===== config.mk =====
export PLATFORM = sky130hd
export DESIGN_NAME = mpic_scale
export DESIGN_NICKNAME = d
export VERILOG_FILES = /design/src/rtl/core/mpic_pkg.sv /design/src/rtl/core/mpic_scale.sv
export SDC_FILE = /design/constraint.sdc
export NUM_CORES = 2
export LEC_CHECK = 0
export CORE_MARGIN = 2
export CORE_UTILIZATION = 30
export CTS_CLUSTER_DIAMETER = 80
export DETAILED_ROUTE_END_ITERATION = 6
export DONT_BUFFER_PORTS = 1
export MAX_ROUTING_LAYER = met4
export PLACE_DENSITY_LB_ADDON = 0.3
export RECOVER_POWER = 100
export SETUP_SLACK_MARGIN = 0.15
export SYNTH_ARGS = -nofsm -noshare
export SYNTH_HDL_FRONTEND = slang
export SYNTH_SLANG_ARGS = --single-unit

===== constraint.sdc =====
create_clock -name clk -period 11 [get_ports clk]
set_input_delay 0.55 -clock clk [delete_from_list [all_inputs] [get_ports clk]]
set_output_delay 0.55 -clock clk [all_outputs]
set_load 0.02 [all_outputs]

===== src/rtl/core/mpic_pkg.sv =====
// Shared widths, codes, coefficient tables and table-building functions for the pt correction.
package mpic_pkg;

    // Field widths
    localparam int D_W    = 18;
    localparam int P_W    = 16;
    localparam int ETA_W  = 12;
    localparam int OUT_W  = 18;
    localparam int CFG_IDX_W  = 1;
    localparam int CFG_DATA_W = 2;

    // Datapath widths
    localparam int A_W    = 19;          // fit amplitude, Q16
    localparam int B_W    = 18;          // tanh slope, Q8
    localparam int C_W    = 27;          // linear term, Q16
    localparam int X_W    = 23;          // tanh argument, Q16
    localparam int F_W    = 19;          // interpolation fraction
    localparam int TQ_W   = 17;          // tanh value, Q16, up to 1.0
    localparam int CD_W   = C_W + D_W;   // c * |d0|
    localparam int PP_W   = 2 * P_W;     // pt squared
    localparam int AT_W   = A_W + TQ_W;  // a * tanh
    localparam int S_W    = CD_W;        // bracket sum, Q36
    localparam int S20_W  = S_W - 16;    // bracket rounded to Q20
    localparam int PR_W   = S20_W + PP_W;
    localparam int M_W    = 32;          // quotient by 2^30
    localparam int RECIP_SHIFT = 41;
    localparam int CORR_W = 2 * M_W - RECIP_SHIFT;
    localparam int R_W    = CORR_W + 2;
    localparam int PROD_W = TQ_W + F_W + 2;
    localparam int NUM_STAGES = 11;

    // Rounding and scaling constants
    localparam logic [B_W+D_W-1:0] X_RND      = (B_W+D_W)'(2048);
    localparam logic [S_W-1:0]     S_RND      = S_W'(32768);
    localparam logic [PR_W:0]      HALF_DEN   = (PR_W+1)'(64'd335544320000);
    localparam logic [M_W-1:0]     RECIP_625  = 32'd3518437209;
    localparam logic signed [PROD_W-1:0] INTERP_RND = PROD_W'(262144);
    localparam logic [TQ_W-1:0]    TANH_ONE   = 17'h10000;

    // Output limits
    localparam logic signed [OUT_W-1:0] OUT_MAX = 18'sh1FFFF;
    localparam logic signed [OUT_W-1:0] OUT_MIN = 18'sh20000;

    // |eta| bin edges (0.9 and 1.7 in units of 1/512)
    localparam logic [ETA_W-1:0] ETA_EDGE_INNER = 12'd460;
    localparam logic [ETA_W-1:0] ETA_EDGE_MID   = 12'd870;

    localparam logic [1:0] BIN_INNER  = 2'd0;
    localparam logic [1:0] BIN_MIDDLE = 2'd1;
    localparam logic [1:0] BIN_OUTER  = 2'd2;

    // Period codes
    localparam logic [1:0] PERIOD_NONE = 2'd0;
    localparam logic [1:0] PERIOD_2016 = 2'd1;
    localparam logic [1:0] PERIOD_2018 = 2'd3;

    // Register indexes
    localparam logic [CFG_IDX_W-1:0] REG_PERIOD_SELECT = 1'd0;
    localparam logic [CFG_IDX_W-1:0] REG_USE_BEAM_SPOT = 1'd1;

    // Coefficients by [period][bin]
    localparam logic [A_W-1:0] FIT_A [3][3] = '{
        '{19'd77529, 19'd145883, 19'd241697},
        '{19'd46203, 19'd55902,  19'd361628},
        '{19'd63504, 19'd96076,  19'd67109}
    };
    localparam logic [B_W-1:0] FIT_B [3][3] = '{
        '{18'd155190, 18'd97469,  18'd59894},
        '{18'd242929, 18'd187822, 18'd66578},
        '{18'd176827, 18'd135022, 18'd158410}
    };
    localparam logic [C_W-1:0] FIT_C [3][3] = '{
        '{27'd10717102, 27'd16018964, 27'd26100367},
        '{27'd26248479, 27'd44907889, 27'd18494259},
        '{27'd19299041, 27'd30943478, 27'd67207168}
    };
    localparam logic [C_W-1:0] BS_K [3][3] = '{
        '{27'd26957578, 27'd44131942, 27'd72024064},
        '{27'd38162924, 27'd63835341, 27'd82798182},
        '{27'd42653450, 27'd64773816, 27'd97294746}
    };

    localparam logic [63:0] Q30_ONE = 64'd1 << 30;

    // Side data that travels alongside the tanh evaluation
    typedef struct packed {
        logic [A_W-1:0]  a;
        logic [CD_W-1:0] cd;
        logic [PP_W-1:0] pp;
        logic            neg;
        logic [P_W-1:0]  p;
    } side_t;

    // Correction magnitude with its sign and the original pt
    typedef struct packed {
        logic [CORR_W-1:0] corr;
        logic              neg;
        logic [P_W-1:0]    p;
    } scaled_t;

    // Restoring long division, used only while building constant tables
    function automatic logic [63:0] const_div(input logic [63:0] num, input logic [63:0] den);
        logic [63:0] quo;
        logic [64:0] rem;
        quo = '0;
        rem = '0;
        for (int i = 63; i >= 0; i--) begin
            rem = {rem[63:0], num[i]};
            if (rem >= {1'b0, den}) begin
                rem    = rem - {1'b0, den};
                quo[i] = 1'b1;
            end
        end
        return quo;
    endfunction

    // Table point idx of n: round(2^16 * tanh(8*idx/n)), via exp series and squarings
    function automatic logic [TQ_W-1:0] tanh_point(input int unsigned idx, input int unsigned n);
        logic [63:0] y;
        logic [63:0] t;
        logic [63:0] e;
        logic [63:0] den;
        logic [63:0] quo;
        logic signed [63:0] sum;
        y   = const_div(64'(idx) << 28, 64'(n));
        t   = Q30_ONE;
        sum = $signed(Q30_ONE);
        for (int k = 1; k <= 12; k++) begin
            t = const_div((t * y) >> 30, 64'(k));
            if (k[0]) begin
                sum = sum - $signed(t);
            end else begin
                sum = sum + $signed(t);
            end
        end
        e = (sum > 0) ? $unsigned(sum) : 64'd0;
        for (int k = 0; k < 6; k++) begin
            e = (e * e + (Q30_ONE >> 1)) >> 30;
        end
        if (e > Q30_ONE) begin
            e = Q30_ONE;
        end
        den = Q30_ONE + e;
        quo = const_div(((Q30_ONE - e) << 16) + (den >> 1), den);
        return quo[TQ_W-1:0];
    endfunction

endpackage


===== src/rtl/core/mpic_scale.sv =====
// Scaling stages: bracket sum, multiply by pt^2 and divide by 2^30 * 625 with rounding.
module mpic_scale (
    input  logic                       clk,
    input  logic [4:0]                 stage_en,
    input  logic [mpic_pkg::TQ_W-1:0]  tanh_val,
    input  mpic_pkg::side_t            side_in,
    output mpic_pkg::scaled_t          scaled
);

    logic [mpic_pkg::AT_W-1:0]    at_s6_reg;
    mpic_pkg::side_t              side_s6_reg;

    logic [mpic_pkg::S_W-1:0]     s_sum;
    logic [mpic_pkg::S20_W-1:0]   s20_s7_reg;
    logic [mpic_pkg::PP_W-1:0]    pp_s7_reg;
    logic                         neg_s7_reg;
    logic [mpic_pkg::P_W-1:0]     p_s7_reg;

    logic [mpic_pkg::PR_W-1:0]    pr_s8_reg;
    logic                         neg_s8_reg;
    logic [mpic_pkg::P_W-1:0]     p_s8_reg;

    logic [mpic_pkg::PR_W:0]      den_sum;
    logic [mpic_pkg::M_W-1:0]     m_s9_reg;
    logic                         neg_s9_reg;
    logic [mpic_pkg::P_W-1:0]     p_s9_reg;

    logic [2*mpic_pkg::M_W-1:0]   recip_prod;
    mpic_pkg::scaled_t            scaled_next;
    mpic_pkg::scaled_t            scaled_s10_reg;

    // Stage 6: a * tanh
    always_ff @(posedge clk)
    begin
        if (stage_en[0]) begin
            at_s6_reg   <= mpic_pkg::AT_W'(side_in.a * tanh_val);
            side_s6_reg <= side_in;
        end
    end

    // Stage 7: add the linear term and round the bracket to Q20
    always_comb
    begin
        s_sum = mpic_pkg::S_W'({at_s6_reg, 4'b0}) + side_s6_reg.cd + mpic_pkg::S_RND;
    end

    always_ff @(posedge clk)
    begin
        if (stage_en[1]) begin
            s20_s7_reg <= s_sum[mpic_pkg::S_W-1:16];
            pp_s7_reg  <= side_s6_reg.pp;
            neg_s7_reg <= side_s6_reg.neg;
            p_s7_reg   <= side_s6_reg.p;
        end
    end

    // Stage 8: multiply by pt^2
    always_ff @(posedge clk)
    begin
        if (stage_en[2]) begin
            pr_s8_reg  <= mpic_pkg::PR_W'(s20_s7_reg * pp_s7_reg);
            neg_s8_reg <= neg_s7_reg;
            p_s8_reg   <= p_s7_reg;
        end
    end

    // Stage 9: add half the divisor and drop the 2^30 factor
    always_comb
    begin
        den_sum = {1'b0, pr_s8_reg} + mpic_pkg::HALF_DEN;
    end

    always_ff @(posedge clk)
    begin
        if (stage_en[3]) begin
            m_s9_reg   <= den_sum[mpic_pkg::PR_W:30];
            neg_s9_reg <= neg_s8_reg;
            p_s9_reg   <= p_s8_reg;
        end
    end

    // Stage 10: divide by 625 through the reciprocal
    always_comb
    begin
        recip_prod       = (2*mpic_pkg::M_W)'(m_s9_reg * mpic_pkg::RECIP_625);
        scaled_next.corr = recip_prod[2*mpic_pkg::M_W-1:mpic_pkg::RECIP_SHIFT];
        scaled_next.neg  = neg_s9_reg;
        scaled_next.p    = p_s9_reg;
    end

    always_ff @(posedge clk)
    begin
        if (stage_en[4]) begin
            scaled_s10_reg <= scaled_next;
        end
    end

    assign scaled = scaled_s10_reg;

endmodule


Yosys cells after proc, flatten, opt, wreduce, memory -nomap -nowiden
Cells that the tools add are included.
Word-level totals
  logic and storage cells: 24
  output and inout bits: 40
  bits of input ports: 136
  register bits after elaboration: 375
Operators by class
  $mul: 3
  add/sub/neg operators: 3
Operator list (number)
  32-bit by 32-bit multiplier with 64-bit output, second input constant: 1
  61-bit by 39-bit adder with 62-bit output, second input constant: 1
  29-bit by 32-bit multiplier with 61-bit output: 1
  40-bit by 45-bit adder with 45-bit output: 1
  45-bit by 16-bit adder with 45-bit output, second input constant: 1
  19-bit by 17-bit multiplier with 36-bit output: 1

Longest topological paths before layout
  depth in word-level cells: 2
  mapped depth: 29
  gate-level depth less buffers: 28

Worst setup path after synthesis
OpenSTA, ideal clock, no wires.
  kind: register -> register
  start point: reg pp_s7_reg[22] (netlist bit)
  end point: reg pr_s8_reg[54] (netlist bit) (data pin)
  cell stages (with the launch flop): 26
  slack: 3.142 ns
  data arrival time: 7.588 ns
  period minus slack after synthesis: 7.858 ns
  buffers on the path: 2
  cells stage by stage: edfxtp_1 clkbuf_1 clkbuf_1 nand2_1 fa_1 fa_1 fa_1 fa_1 inv_1 fa_1 fa_1 fa_1 inv_1 fa_1 inv_1 ha_1 and4_1 and3_1 nand2_1 o311ai_4 nand2_2 o41ai_4 a31oi_2 or3_4 o41ai_2 xor2_1
On the way
  word-level cells in the longest chain between the ends: 1
RTL lines
  from (decl): RTL line mpic_scale.sv:15  | logic [mpic_pkg::PP_W-1:0] pp_s7_reg;
  from (signal assigned): RTL line mpic_scale.sv:51  | pp_s7_reg <= side_s6_reg.pp;
  29-bit by 32-bit multiplier with 61-bit output: RTL line mpic_scale.sv:61  | pr_s8_reg <= mpic_pkg::PR_W'(s20_s7_reg * pp_s7_reg);
  to (signal assigned): RTL line mpic_scale.sv:61
  to (decl): RTL line mpic_scale.sv:19  | logic [mpic_pkg::PR_W-1:0] pr_s8_reg;
No other way between the ends.
A chain may end at the register's enable or synchronous reset.

Final worst setup path
  start point: reg s20_s7_reg[8] (netlist bit)
  end point: reg pr_s8_reg[54] (netlist bit) (data pin)
On the way
  word-level cells in the longest chain between the ends: 1
RTL lines
  from (decl): RTL line mpic_scale.sv:14  | logic [mpic_pkg::S20_W-1:0] s20_s7_reg;
  from (signal assigned): RTL line mpic_scale.sv:50  | s20_s7_reg <= s_sum[mpic_pkg::S_W-1:16];
  29-bit by 32-bit multiplier with 61-bit output: RTL line mpic_scale.sv:61
No other way between the ends.

==> results_dict.tcl <==
set metrics [dict create \
    synthToLayoutAreaGrowth_pct 8.323 \
    r2r_end "pr_s8_reg[54]" \
    drc_errors 0 \
    r2r_cells 23 \
    h-tree-depth 2 \
    dieArea_um2 236600 \
    cts_setup_buffers 0 \
    final.period_utilization 0.8976 \
    r2r-start "s20_s7_reg[8]" \
    drt_iter0_drc 2531 \
    yosysWarnings 0 \
    rrSetupSlack_ps 1130 \
    worst_skew_pair.late_latency_ps 620 \
    crit_required_ps 11340 \
    die_h_um 486.5 \
    synth_nets 9240 \
    start_kind "register" \
    slowest_stage "edfxtp_1" \
    yosysMostFrequentCell "inv_1" \
    dpl.hpwl_um 146100 \
    io_buffers 0 \
    via_per_inst 4.593 \
    final_core_util 0.3259 \
    period_minus_slack_ps 9873 \
    fmax_mhz 101.3 \
    yosys-top-cells-area "fa_1 (43%), edfxtp_1 (15%), ha_1 (14%)" \
    hold_path_class "input pin to register" \
    clk_pin_slew_ps 60 \
    gp_congestion 0.8975 \
    max_stage_delay_ps 990 \
    hold_viol_final 0 \
    violations "capacitance limit, slew limit" \
    vias 45240 \
    yosys.cell_types.count 66 \
    slew_violations 39 \
    netlist_area_um2 69830 \
    n_fill_cell 23762 \
    multi_input_area_um2 52020 \
    rsz0062_at_grt "no" \
    ys_async_sr_fraction 0 \
    layout.nets 9208 \
    cts_tree "done" \
    arrival_ps 10210 \
    ctsResizeCount 0 \
    fin_ws_ps 1127 \
    path_depth 23 \
    rows 177 \
    largest_reg_flops 90 \
    skew_ps 18.36 \
    syn-mean-instance-area_um2 10.27 \
    ff_latch_area_um2 10270 \
    crit_type "register to register" \
    crit_fanout 17 \
    antenna_found_initial 13 \
    max-cap-violations 1 \
    synthTopCellsByCount "inv_1 (1765), fa_1 (1506), ha_1 (799), nand2_1 (707), and2_1 (646)" \
    syn_inst 6799 \
    avgRoutedWirePerCell_um 18.58 \
    worst_pin_slew_ps 2060 \
    grt_usage 0.1633 \
    synth_edf_count 342 \
    placed_area_um2 73270 \
    status "finished with violations" \
    yosysTopAreaCell "fa_1" \
    setup_tns_ps 0 \
    die_w_um 486.5 \
    numClockSinks 342 \
    clockBufferDepth 3 \
    first_pass_iters 5 \
    gr-total-overflow 0 \
    synth_seq_cells 342 \
    finalInstanceArea_um2 75640 \
    setup_viol 0 \
    yosysSeqAreaShare 0.1471 \
    start_util 0.3009 \
    cp-startpoint "s20_s7_reg[8]" \
    cp_num_buf_inv 3 \
    layout-drive-gt1-share 0.02176 \
    drt_wl_total_um 183100 \
    grt_start_max_net_pins 127 \
    cts-buffers-inserted 42 \
    grt_pass1_vias 50613 \
    synth_flop_cell "edfxtp_1" \
    crit_chain "clkbuf_1, and2_1, fa_1, inv_1, fa_1, fa_1, fa_1, inv_1, fa_1, fa_1, fa_1, fa_1, ha_1, and4_1, and3_1, nand2_1, o311ai_4, nand2_1, o41ai_4, a31oi_2, or3_4, o41ai_2, xor2_1" \
    io_pins 176 \
    grt_pass1_wl_um 291700 \
    crit_family "adder cells" \
    yosysTopAreaCellShare 0.4317 \
    crit_path_frequent_cell "fa_1" \
    endpoint_kind "register" \
    setup.worst_path.end "pr_s8_reg[54]" \
    place_ws_ps 1754 \
    antenna_left 0 \
    core_area_um2 232100 \
    slew-limit-headroom -0.3733 \
    root_buffer "clkbuf_16" \
]
==> worst min-delay path by stage <==
stage / endpoint / slack [ps] / cells after the start / start
3_3_place_gp: p_s9_reg[12] / 400 / 0 / p_s8_reg[12]
6_report: side_s6_reg[18] / 50 / 0 / stage_en[0]
5_1_grt: m_s9_reg[31] / 20 / 0 / stage_en[3]
2_1_floorplan: neg_s7_reg / 400 / 0 / side_s6_reg[16]
3_5_place_dp: p_s7_reg[10] / 400 / 0 / side_s6_reg[10]
4_1_cts: m_s9_reg[31] / 9 / 0 / stage_en[3]
==> layer usage <==
layer	global-route usage	up-vias	routed length, um
met5	-	-	0
met1	0.2164	23535	81070
met4	0.04006	0	5126
li1	-	20293	-
met3	0.01858	232	9506
met2	0.2673	1180	87350
==> worst register-to-register path: stages, from the launching register on <==
cell	delay, ps
edfxtp_1	990
clkbuf_1	880
and2_1	280
fa_1	410
inv_1	90
fa_1	460
fa_1	530
fa_1	520
inv_1	50
fa_1	570
fa_1	440
fa_1	520
fa_1	410
ha_1	510
and4_1	290
and3_1	190
nand2_1	90
o311ai_4	420
nand2_1	270
o41ai_4	530
a31oi_2	210
or3_4	430
o41ai_2	410
xor2_1	120
==> what timing repair did <==
| item | 4_1_cts | 5_1_grt |
|---|---|---|
| endpoints found under the setup margin | 0 | 0 |
| hold endpoints to repair | 162 | 0 |
| hold buffers | 94 | 0 |
==> stage by stage <==
| stage | hold WS [ps] | instances |
|---|---|---|
| 2_1_floorplan | 400.3 | 6799 |
| 3_3_place_gp | 401.7 | 9672 |
| 3_5_place_dp | 404.5 | 9672 |
| 4_1_cts | 9.396 | 9843 |
| 5_1_grt | 21.73 | 9849 |
| 6_report | 54.80 | 9850 |
==> final cells by class <==
class / count / share of cell area
inverter: 1765 / 0.08758
tap: 3043 / 0.05033
clock inverter: 29 / 0.004731
sequential: 342 / 0.1358
clock buffer: 48 / 0.01419
antenna: 7 / 0.0002316
timing repair buffer: 167 / 0.01945
multi-input combinational: 4449 / 0.6877
==> layout by cell type, fill, tap and decap left out, types with 7 or more instances in the layout <==
cell type	instances
a211oi_1	8
nor2b_1	19
o21a_1	15
ha_1	799
edfxtp_1	342
a21oi_1	151
a21o_1	71
and2_1	635
clkbuf_1	10
nand2_1	708
a31oi_1	18
nor3_1	18
buf_4	70
o21ai_0	75
nand4_1	23
and2_0	11
nand2b_1	13
and3_1	26
nor2_1	64
fa_1	1506
o211ai_1	7
nand3_1	39
xor2_1	47
xnor2_1	98
dlygate4sd3_1	93
inv_1	1765
diode_2	7
clkbuf_16	42
o21bai_1	20
==> kinds of logic (layout without fill, tap and decap cells) <==
family          count (synthesis)  in the layout  synth area share
flops                         342            342            0.1471
mux                             2              2         0.0003046
other cells                     0              7                 0
fa+ha+maj                    2305           2305            0.5749
buf+inv                      2008           2009            0.1080
xor+xnor                      145            145           0.01819
compound gates                418            418           0.03820
simple gates                 1579           1579            0.1134
Power is left out: the tool's default activity adds up to more than one toggle a clock period on the data nets, which glitch-free logic cannot reach.
