$ cat src/rtl/core/mpic_pkg.sv
// Shared widths, codes, coefficient tables and table-building functions for the pt correction.
package mpic_pkg;

    // Field widths
    localparam int D_W    = 18;
    localparam int P_W    = 16;
    localparam int ETA_W  = 12;
    localparam int OUT_W  = 18;
    localparam int CFG_IDX_W  = 1;
    localparam int CFG_DATA_W = 2;

    // Datapath widths
    localparam int A_W    = 19;          // fit amplitude, Q16
    localparam int B_W    = 18;          // tanh slope, Q8
    localparam int C_W    = 27;          // linear term, Q16
    localparam int X_W    = 23;          // tanh argument, Q16
    localparam int F_W    = 19;          // interpolation fraction
    localparam int TQ_W   = 17;          // tanh value, Q16, up to 1.0
    localparam int CD_W   = C_W + D_W;   // c * |d0|
    localparam int PP_W   = 2 * P_W;     // pt squared
    localparam int AT_W   = A_W + TQ_W;  // a * tanh
    localparam int S_W    = CD_W;        // bracket sum, Q36
    localparam int S20_W  = S_W - 16;    // bracket rounded to Q20
    localparam int PR_W   = S20_W + PP_W;
    localparam int M_W    = 32;          // quotient by 2^30
    localparam int RECIP_SHIFT = 41;
    localparam int CORR_W = 2 * M_W - RECIP_SHIFT;
    localparam int R_W    = CORR_W + 2;
    localparam int PROD_W = TQ_W + F_W + 2;
    localparam int NUM_STAGES = 11;

    // Rounding and scaling constants
    localparam logic [B_W+D_W-1:0] X_RND      = (B_W+D_W)'(2048);
    localparam logic [S_W-1:0]     S_RND      = S_W'(32768);
    localparam logic [PR_W:0]      HALF_DEN   = (PR_W+1)'(64'd335544320000);
    localparam logic [M_W-1:0]     RECIP_625  = 32'd3518437209;
    localparam logic signed [PROD_W-1:0] INTERP_RND = PROD_W'(262144);
    localparam logic [TQ_W-1:0]    TANH_ONE   = 17'h10000;

    // Output limits
    localparam logic signed [OUT_W-1:0] OUT_MAX = 18'sh1FFFF;
    localparam logic signed [OUT_W-1:0] OUT_MIN = 18'sh20000;

    // |eta| bin edges (0.9 and 1.7 in units of 1/512)
    localparam logic [ETA_W-1:0] ETA_EDGE_INNER = 12'd460;
    localparam logic [ETA_W-1:0] ETA_EDGE_MID   = 12'd870;

    localparam logic [1:0] BIN_INNER  = 2'd0;
    localparam logic [1:0] BIN_MIDDLE = 2'd1;
    localparam logic [1:0] BIN_OUTER  = 2'd2;

    // Period codes
    localparam logic [1:0] PERIOD_NONE = 2'd0;
    localparam logic [1:0] PERIOD_2016 = 2'd1;
    localparam logic [1:0] PERIOD_2018 = 2'd3;

    // Register indexes
    localparam logic [CFG_IDX_W-1:0] REG_PERIOD_SELECT = 1'd0;
    localparam logic [CFG_IDX_W-1:0] REG_USE_BEAM_SPOT = 1'd1;

    // Coefficients by [period][bin]
    localparam logic [A_W-1:0] FIT_A [3][3] = '{
        '{19'd77529, 19'd145883, 19'd241697},
        '{19'd46203, 19'd55902,  19'd361628},
        '{19'd63504, 19'd96076,  19'd67109}
    };
    localparam logic [B_W-1:0] FIT_B [3][3] = '{
        '{18'd155190, 18'd97469,  18'd59894},
        '{18'd242929, 18'd187822, 18'd66578},
        '{18'd176827, 18'd135022, 18'd158410}
    };
    localparam logic [C_W-1:0] FIT_C [3][3] = '{
        '{27'd10717102, 27'd16018964, 27'd26100367},
        '{27'd26248479, 27'd44907889, 27'd18494259},
        '{27'd19299041, 27'd30943478, 27'd67207168}
    };
    localparam logic [C_W-1:0] BS_K [3][3] = '{
        '{27'd26957578, 27'd44131942, 27'd72024064},
        '{27'd38162924, 27'd63835341, 27'd82798182},
        '{27'd42653450, 27'd64773816, 27'd97294746}
    };

    localparam logic [63:0] Q30_ONE = 64'd1 << 30;

    // Side data that travels alongside the tanh evaluation
    typedef struct packed {
        logic [A_W-1:0]  a;
        logic [CD_W-1:0] cd;
        logic [PP_W-1:0] pp;
        logic            neg;
        logic [P_W-1:0]  p;
    } side_t;

    // Correction magnitude with its sign and the original pt
    typedef struct packed {
        logic [CORR_W-1:0] corr;
        logic              neg;
        logic [P_W-1:0]    p;
    } scaled_t;

    // Restoring long division, used only while building constant tables
    function automatic logic [63:0] const_div(input logic [63:0] num, input logic [63:0] den);
        logic [63:0] quo;
        logic [64:0] rem;
        quo = '0;
        rem = '0;
        for (int i = 63; i >= 0; i--) begin
            rem = {rem[63:0], num[i]};
            if (rem >= {1'b0, den}) begin
                rem    = rem - {1'b0, den};
                quo[i] = 1'b1;
            end
        end
        return quo;
    endfunction

    // Table point idx of n: round(2^16 * tanh(8*idx/n)), via exp series and squarings
    function automatic logic [TQ_W-1:0] tanh_point(input int unsigned idx, input int unsigned n);
        logic [63:0] y;
        logic [63:0] t;
        logic [63:0] e;
        logic [63:0] den;
        logic [63:0] quo;
        logic signed [63:0] sum;
        y   = const_div(64'(idx) << 28, 64'(n));
        t   = Q30_ONE;
        sum = $signed(Q30_ONE);
        for (int k = 1; k <= 12; k++) begin
            t = const_div((t * y) >> 30, 64'(k));
            if (k[0]) begin
                sum = sum - $signed(t);
            end else begin
                sum = sum + $signed(t);
            end
        end
        e = (sum > 0) ? $unsigned(sum) : 64'd0;
        for (int k = 0; k < 6; k++) begin
            e = (e * e + (Q30_ONE >> 1)) >> 30;
        end
        if (e > Q30_ONE) begin
            e = Q30_ONE;
        end
        den = Q30_ONE + e;
        quo = const_div(((Q30_ONE - e) << 16) + (den >> 1), den);
        return quo[TQ_W-1:0];
    endfunction

endpackage

$ cat src/rtl/core/mpic_front.sv
// Front stages: decode |d0| and |eta| bin, pick coefficients, form tanh argument, c*|d0| and pt^2.
module mpic_front (
    input  logic                          clk,
    input  logic [1:0]                    stage_en,
    input  logic [1:0]                    period_select,
    input  logic                          use_beam_spot,
    input  logic signed [mpic_pkg::D_W-1:0]   impact_signed,
    input  logic [mpic_pkg::P_W-1:0]          momentum_in,
    input  logic signed [mpic_pkg::ETA_W-1:0] pseudorapidity,
    output logic [mpic_pkg::X_W-1:0]      x_arg,
    output mpic_pkg::side_t               side
);

    logic [mpic_pkg::D_W-1:0]   d_bits;
    logic [mpic_pkg::ETA_W-1:0] eta_bits;
    logic [mpic_pkg::D_W-1:0]   dmag;
    logic [mpic_pkg::ETA_W-1:0] eta_mag;
    logic [1:0]                 bin;
    logic [1:0]                 per_idx;
    logic [mpic_pkg::A_W-1:0]   a_next;
    logic [mpic_pkg::B_W-1:0]   b_next;
    logic [mpic_pkg::C_W-1:0]   c_next;

    logic [mpic_pkg::D_W-1:0]   dmag_s1_reg;
    logic                       neg_s1_reg;
    logic [mpic_pkg::A_W-1:0]   a_s1_reg;
    logic [mpic_pkg::B_W-1:0]   b_s1_reg;
    logic [mpic_pkg::C_W-1:0]   c_s1_reg;
    logic [mpic_pkg::P_W-1:0]   p_s1_reg;

    logic [mpic_pkg::B_W+mpic_pkg::D_W-1:0] bd_sum;
    logic [mpic_pkg::X_W-1:0]   x_s2_reg;
    mpic_pkg::side_t            side_s2_reg;
    mpic_pkg::side_t            side_next;

    // Take magnitudes and select the |eta| bin
    always_comb
    begin
        d_bits   = impact_signed;
        eta_bits = pseudorapidity;
        dmag     = d_bits[mpic_pkg::D_W-1] ? (~d_bits + 1'b1) : d_bits;
        eta_mag  = eta_bits[mpic_pkg::ETA_W-1] ? (~eta_bits + 1'b1) : eta_bits;
        if (eta_mag <= mpic_pkg::ETA_EDGE_INNER) begin
            bin = mpic_pkg::BIN_INNER;
        end else if (eta_mag <= mpic_pkg::ETA_EDGE_MID) begin
            bin = mpic_pkg::BIN_MIDDLE;
        end else begin
            bin = mpic_pkg::BIN_OUTER;
        end
    end

    // Pick the coefficient set; no period zeroes every term
    always_comb
    begin
        per_idx = (period_select == mpic_pkg::PERIOD_NONE) ? 2'd0
                                                          : (period_select - mpic_pkg::PERIOD_2016);
        if (period_select == mpic_pkg::PERIOD_NONE) begin
            a_next = '0;
            b_next = '0;
            c_next = '0;
        end else if (use_beam_spot) begin
            a_next = '0;
            b_next = '0;
            c_next = mpic_pkg::BS_K[per_idx][bin];
        end else begin
            a_next = mpic_pkg::FIT_A[per_idx][bin];
            b_next = mpic_pkg::FIT_B[per_idx][bin];
            c_next = mpic_pkg::FIT_C[per_idx][bin];
        end
    end

    // Stage 1: hold decoded operands
    always_ff @(posedge clk)
    begin
        if (stage_en[0]) begin
            dmag_s1_reg <= dmag;
            neg_s1_reg  <= d_bits[mpic_pkg::D_W-1];
            a_s1_reg    <= a_next;
            b_s1_reg    <= b_next;
            c_s1_reg    <= c_next;
            p_s1_reg    <= momentum_in;
        end
    end

    // Stage 2 products: b*|d0| rounded to Q16, c*|d0|, pt^2
    always_comb
    begin
        bd_sum = (mpic_pkg::B_W+mpic_pkg::D_W)'(b_s1_reg * dmag_s1_reg) + mpic_pkg::X_RND;
        side_next.a   = a_s1_reg;
        side_next.cd  = mpic_pkg::CD_W'(c_s1_reg * dmag_s1_reg);
        side_next.pp  = mpic_pkg::PP_W'(p_s1_reg * p_s1_reg);
        side_next.neg = neg_s1_reg;
        side_next.p   = p_s1_reg;
    end

    always_ff @(posedge clk)
    begin
        if (stage_en[1]) begin
            x_s2_reg    <= bd_sum[mpic_pkg::X_W+11:12];
            side_s2_reg <= side_next;
        end
    end

    assign x_arg = x_s2_reg;
    assign side  = side_s2_reg;

endmodule

$ cat config.mk
export PLATFORM = sky130hd
export DESIGN_NAME = mpic_front
export DESIGN_NICKNAME = d
export VERILOG_FILES = /design/src/rtl/core/mpic_pkg.sv /design/src/rtl/core/mpic_front.sv
export SDC_FILE = /design/constraint.sdc
export NUM_CORES = 2
export LEC_CHECK = 0
export BUFFER_PORTS_ARGS = -buffer_cell sky130_fd_sc_hd__buf_4
export CORE_MARGIN = 2
export CORE_UTILIZATION = 35
export CTS_CLUSTER_SIZE = 8
export DETAILED_ROUTE_END_ITERATION = 10
export PLACE_DENSITY = 0.5
export SETUP_SLACK_MARGIN = 0.1
export SYNTH_ARGS = -nofsm -noshare
export SYNTH_HDL_FRONTEND = slang
export SYNTH_SLANG_ARGS = --single-unit
$ cat constraint.sdc
create_clock -name clk -period 11.5 [get_ports clk]
set_input_delay 3.45 -clock clk [delete_from_list [all_inputs] [get_ports clk]]
set_output_delay 3.45 -clock clk [all_outputs]
set_load 0.01 [all_outputs]
## Yosys cells after proc, flatten, opt, wreduce, memory -nomap -nowiden

Cells that the tools add are included.

- Register bits: 235
- Bits in latches: 0
- Bits in writable memories: 0
- Bits in read-only memories: 0
- Input port bits: 52
- Output and inout bits: 136
- Word-level logic and storage cells: 60
- Memories kept: 0

- $add $sub $neg: 4
- Multipliers: 3
- Div/mod/pow operators: 0
- $lt $le $gt $ge: 4
- Eq/ne operators: 0
- Shift operators: 0
- Mux-type cells: 30
- Bitwise logic cells: 4
- Reduce and logical (&&, ||, !) cells: 2

Operator list:

| kind | count |
|---|---|
| 81-bit binary-select mux with 2-bit select | 2 |
| 81-bit two-way mux | 4 |
| 27-bit two-way mux | 5 |
| 57-bit binary-select mux with 2-bit select | 1 |
| 57-bit two-way mux | 2 |
| 27-bit binary-select mux with 2-bit select | 2 |
| 54-bit binary-select mux with 2-bit select | 1 |
| 54-bit two-way mux | 2 |
| 27-bit by 18-bit multiplier with 45-bit output | 1 |
| 19-bit binary-select mux with 2-bit select | 1 |
| 19-bit two-way mux | 2 |
| 18-bit binary-select mux with 2-bit select | 1 |
| 18-bit two-way mux | 2 |
| 35-bit by 12-bit adder with 35-bit output, second input constant | 1 |
| 18-bit by 18-bit multiplier with 35-bit output | 1 |
| 16-bit by 16-bit multiplier with 32-bit output | 1 |
| 18-bit by 1-bit adder with 18-bit output, second input constant | 1 |
| 18-bit NOT | 1 |
| 17-bit two-way mux | 1 |
| 12-bit by 1-bit adder with 12-bit output, second input constant | 1 |
| 12-bit by 10-bit less-or-equal comparator with 1-bit output, second input constant | 1 |
| 12-bit by 9-bit less-or-equal comparator with 1-bit output, second input constant | 1 |
| 12-bit two-way mux | 1 |
| 12-bit NOT | 1 |
| other kinds (6) | 10 |

## Logic depth before layout (Yosys ltp)

- Depth after elaboration: 11
- Gate-level depth with buffers: 25
- Depth with buffers taken out: 24

## Least setup slack after synthesis

OpenSTA, ideal clock, no wires.

- Path type: flip-flop to flip-flop
- Start point: reg b_s1_reg[9] in the netlist's numbering
- End point: reg x_s2_reg, in the netlist x_arg[15] (data pin)
- Library setup time: 0.266 ns
- Arrival time: 6.139 ns
- Data required time: 11.234 ns
- Setup slack: 5.096 ns
- Cell stages (with the launch flop): 25
- Path buffers: 2
- Clock period less this slack: 6.404 ns
- Path through: edfxtp_1 > clkbuf_1 > clkbuf_1 > nand2_1 > fa_1 > inv_1 > fa_1 > inv_1 > fa_1 > inv_1 > fa_1 > inv_1 > fa_1 > inv_1 > fa_1 > ha_1 > a21oi_1 > o21ai_0 > a22o_1 > a21o_1 > a21oi_1 > o31ai_1 > a2111oi_0 > nor3_1 > xor2_1

- Cells in the longest elaborated chain, start to end: 2

Ends and longest elaborated chain:

| element | line | text |
|---|---|---|
| start: declaration | mpic_front.sv:27 | `logic [mpic_pkg::B_W-1:0] b_s1_reg;` |
| start signal: assignment | mpic_front.sv:79 | `b_s1_reg <= b_next;` |
| 18-bit by 18-bit multiplier with 35-bit output | mpic_front.sv:88 | `bd_sum = (mpic_pkg::B_W+mpic_pkg::D_W)'(b_s1_reg * dmag_s1_reg) + mpic_pkg::X_RND;` |
| 35-bit by 12-bit adder with 35-bit output | mpic_front.sv:88 |  |
| via bd_sum (one bit) | mpic_front.sv:31 | `logic [mpic_pkg::B_W+mpic_pkg::D_W-1:0] bd_sum;` |
| end signal: assignment | mpic_front.sv:99 | `x_s2_reg <= bd_sum[mpic_pkg::X_W+11:12];` |
| end: declaration | mpic_front.sv:32 | `logic [mpic_pkg::X_W-1:0] x_s2_reg;` |

The timed path passes the listed nets, and every way through them passes these cells.
A chain may end at the register's enable or synchronous reset.

==> run summary <==
The die is 349 um wide. The first routing iteration left 1582 violations. Net count after synthesis: 5617. The tools report the endpoint of the worst hold-timing path as side[109]$_DFFE_PP_. Timing would allow up to 0.125 GHz.

The tools report the clock latency of the later-clocked register in the worst-skew pair as 630 ps. The signed area change from the synthesized netlist to the final layout is 9.07%. Summed over all nets, the half-perimeter wirelength after detailed placement is 81700 um. In this run the tool buffered the top-level ports with 186 buffer cells. The detailed-route vias per instance is 4.86, and the parity-gate share of the synthesized area counting xor and xnor cells is 0.0250. The initial core utilization was 0.353; the number of CTS-inserted buffers was 37.

The flip-flop cell with the highest count after synthesis was sky130_fd_sc_hd__edfxtp_1. STA classifies the critical path startpoint as a register. The count of endpoints failing hold in the final timing report is 0.

The run gives 3520 ps as the slack of the worst reg-to-reg path. The area share of and/or/nand/nor cells after synthesis works out to 0.140. Setup repair after global routing left no endpoint under its margin. On the critical path, the stage with the largest delay is an instance of sky130_fd_sc_hd__edfxtp_1. The sequential element share of the synthesized area came out at 0.167. For the data arrival time of the worst path, the log shows 8330 ps.

For the worst setup path, the data required time is 11850 ps. The global routing met2 resource utilization was 0.320. Ranked by total cell area, the synthesized netlist is headed by sky130_fd_sc_hd__fa_1 (39%), sky130_fd_sc_hd__edfxtp_1 (17%), sky130_fd_sc_hd__ha_1 (10%).

Setup violations remaining at the end of the flow were counted as 0. The final antenna diode count was 0. The buffer count from post-CTS setup fixing was 0; the cell count of the worst hold path was 0. The floorplan step defined a die boundary enclosing 122000 sq um.

The launching point of the worst reg2reg path is dmag_s1_reg[3]$_DFFE_PP_. The final-report max-slew violation count was 0. Largest fanout on the critical path: 27. Fraction of registers with async set or reset after synthesis: 0. Entering global routing, the biggest net connects 60 pins.

In this design, the largest share of critical-path delay is due to adder cells. The post-route clock period utilization was 0.694; the chip height was 349 um. Clock tree synthesis selected as its root buffer the cell sky130_fd_sc_hd__clkbuf_16. The multiplexer share of the synthesized area is 0.000989, and the quantity of hold-fixing buffers added after cts is 0.

The dominant cell type by count on the critical path is sky130_fd_sc_hd__fa_1. In this run the mean area of a mapped cell was 9.47 sq um. Combinational family with the most area after synthesis: adder cells. For the total global-route track usage, the log shows 0.183.

The share of Yosys cell area claimed by the top area cell type was 0.393. The final wirelength is 107000 um. The clock tree synthesis step divided the H-tree into 2 levels.

Post-detailed-route DRC marker count: 0. The flip-flop count of the largest register after layout is 111. The tool flagged a number of max-cap violations equal to 0. The kind of critical path is reg2reg. The tools report the startpoint of the most critical hold path as a_s1_reg[15]$_SDFFCE_PP0P_. Number of antenna-violating nets in the routed design: 0. The most frequent standard cell in the layout excluding fill and tap cells is sky130_fd_sc_hd__inv_1. During synthesis, Yosys emitted a total of 0 warnings. The signal on the critical path passes through buf_4, nand2_1, fa_1, fa_1, fa_1, inv_1, fa_1, fa_1, inv_1, fa_1, inv_1, ha_1, nand4_1, nor4_1, nand4_1, nand4b_1, nand3_1, a31o_2, o21ai_0, a21oi_1, xnor2_1. Yosys mapped the design onto 78 distinct sky130hd cell types. STA classifies the critical path endpoint as a register.

The logic depth of the worst register-to-register path was 21. The total number of cells along the worst setup path is 21, and the number of synthesized register bits is 232. The length of the first detailed-routing pass in iterations was 6. The worst register-to-register path ends at side[93]$_DFFE_PP_. The cell accounting for the most synthesized area was sky130_fd_sc_hd__fa_1. After filler insertion, the fill cell instance count of the layout stands at 12000. Between clock sinks in the finished design, the worst skew comes to 34.2 ps. 188 I/O pins were placed. The initial antenna violation count is 3, and the routing usage on met3 is 0.0259. The tools report the global-route met1 utilization as 0.236.

Counting I/O delays and the setup requirement, the final critical path takes 7980 ps. The core box area is 118000 sq um. TritonCTS built the clock tree.

The synthesized netlist occupies a cell area of 41700 sq um. The path class of the tightest hold or removal check is reg2reg. Compound-cell area share of the yosys netlist: 0.0568. For the pin with the worst max-slew slack, the measured transition is 1180 ps. The run gives 0.216 as the max-slew headroom at the worst pin. The layer carrying the most global-route usage is met2. In the final timing run, aggregate negative setup slack is 0 ps.

The run finished with clean final reports. At the end of routability-driven placement, the weighted congestion stood at 0.838. After technology mapping, the gate count stands at 4409.

The share of post-route cells with drive strength above 1 was 0.0627; the first-pass GRT wire length was 174000 um. In the layout the commonest cells are sky130_fd_sc_hd__inv_1 (1066), sky130_fd_sc_hd__fa_1 (820), sky130_fd_sc_hd__nand2_1 (652). Summed over all layers, the global routing overflow is 0.

The fraction of the mapped netlist area in adder cells was 0.494. The critical path's largest stage delay was 850 ps. Yosys mapped a number of flops with a built-in enable equal to 232. The TritonCTS sink count was 232; the number of buffers and inverters on the critical path was 4. For the number of global-route vias before repair, the log shows 31500. The net count of the finished layout is 5661.

In the final routed layout, each cell accounts on average for 17.9 um. The logs give 0 for the quantity of gates resized following cts and 29200 for the total via count in the routed design. The logs give 3 for the maximum clock insertion buffer count and 126 for the count of standard-cell rows.

Clock-pin slew was measured on the worst setup and hold paths at 50 ps.
==> metrics by stage <==
stage	cell area, sq um	hold WS [ps]	util	std cells	setup WS (ps)
global route	45500	411	0.385	6002	3010
finish	45500	414	0.385	6002	3520
floorplan	41700	400	-	4409	5100
global placement	44500	403	0.376	5950	3570
CTS	45500	414	0.385	6002	3370
detailed placement	44500	405	0.376	5950	3430
==> kinds of logic (layout without fill, tap and decap cells) <==
| family | Yosys count | in the layout |
|---|---|---|
| AO/OA/AOI/OAI | 375 | 375 |
| XOR/XNOR | 119 | 119 |
| adder cells (fa/ha/maj) | 1156 | 1156 |
| buffers and inverters | 1281 | 1338 |
| flip-flops | 232 | 232 |
| multiplexers | 4 | 4 |
| other | 1 | 1 |
| AND/OR/NAND/NOR | 1241 | 1241 |
==> synth_stat cells (20+ instances only) <==
library cell and n:
sky130_fd_sc_hd__nand2_1 652, sky130_fd_sc_hd__o21a_1 20, sky130_fd_sc_hd__xnor2_1 90, sky130_fd_sc_hd__and2_1 343, sky130_fd_sc_hd__clkbuf_1 200, sky130_fd_sc_hd__a21oi_1 124
sky130_fd_sc_hd__nor3_1 26, sky130_fd_sc_hd__xor2_1 29, sky130_fd_sc_hd__inv_1 1066, sky130_fd_sc_hd__edfxtp_1 232, sky130_fd_sc_hd__nand3_1 23, sky130_fd_sc_hd__fa_1 820
sky130_fd_sc_hd__o21ai_0 77, sky130_fd_sc_hd__ha_1 336, sky130_fd_sc_hd__nor2_1 108, sky130_fd_sc_hd__a21o_1 39
==> area by class of cell <==
class / count / area, sq um / share of cell area
clock buffer: 42 / 966 / 0.0212
clock inverter: 10 / 95.1 / 0.00209
inverter: 1068 / 4010 / 0.0880
multi-input combinational: 2896 / 29900 / 0.657
sequential: 232 / 6970 / 0.153
tap: 1536 / 1920 / 0.0422
timing repair buffer: 218 / 1640 / 0.0360
==> worst max-delay path by stage <==
stage                              startpoint                  end
finish               dmag_s1_reg[3]$_DFFE_PP_   side[93]$_DFFE_PP_
detailed placement   dmag_s1_reg[3]$_DFFE_PP_   side[93]$_DFFE_PP_
global route         dmag_s1_reg[3]$_DFFE_PP_   side[93]$_DFFE_PP_
CTS                  dmag_s1_reg[3]$_DFFE_PP_   side[93]$_DFFE_PP_
floorplan           b_s1_reg[9]$_SDFFCE_PP0P_  x_arg[15]$_DFFE_PP_
global placement     dmag_s1_reg[3]$_DFFE_PP_   side[93]$_DFFE_PP_
==> layer usage <==
| metal | routed length (um) | part of all wire |
|---|---|---|
| met1 | 45400 | 0.42 |
| met2 | 54000 | 0.50 |
| met3 | 5170 | 0.048 |
| met4 | 2570 | 0.024 |
| met5 | 28 | 0.00026 |
Power is not shown: default switching activity piles up to over one toggle a cycle in this logic, so the estimate is an artifact.
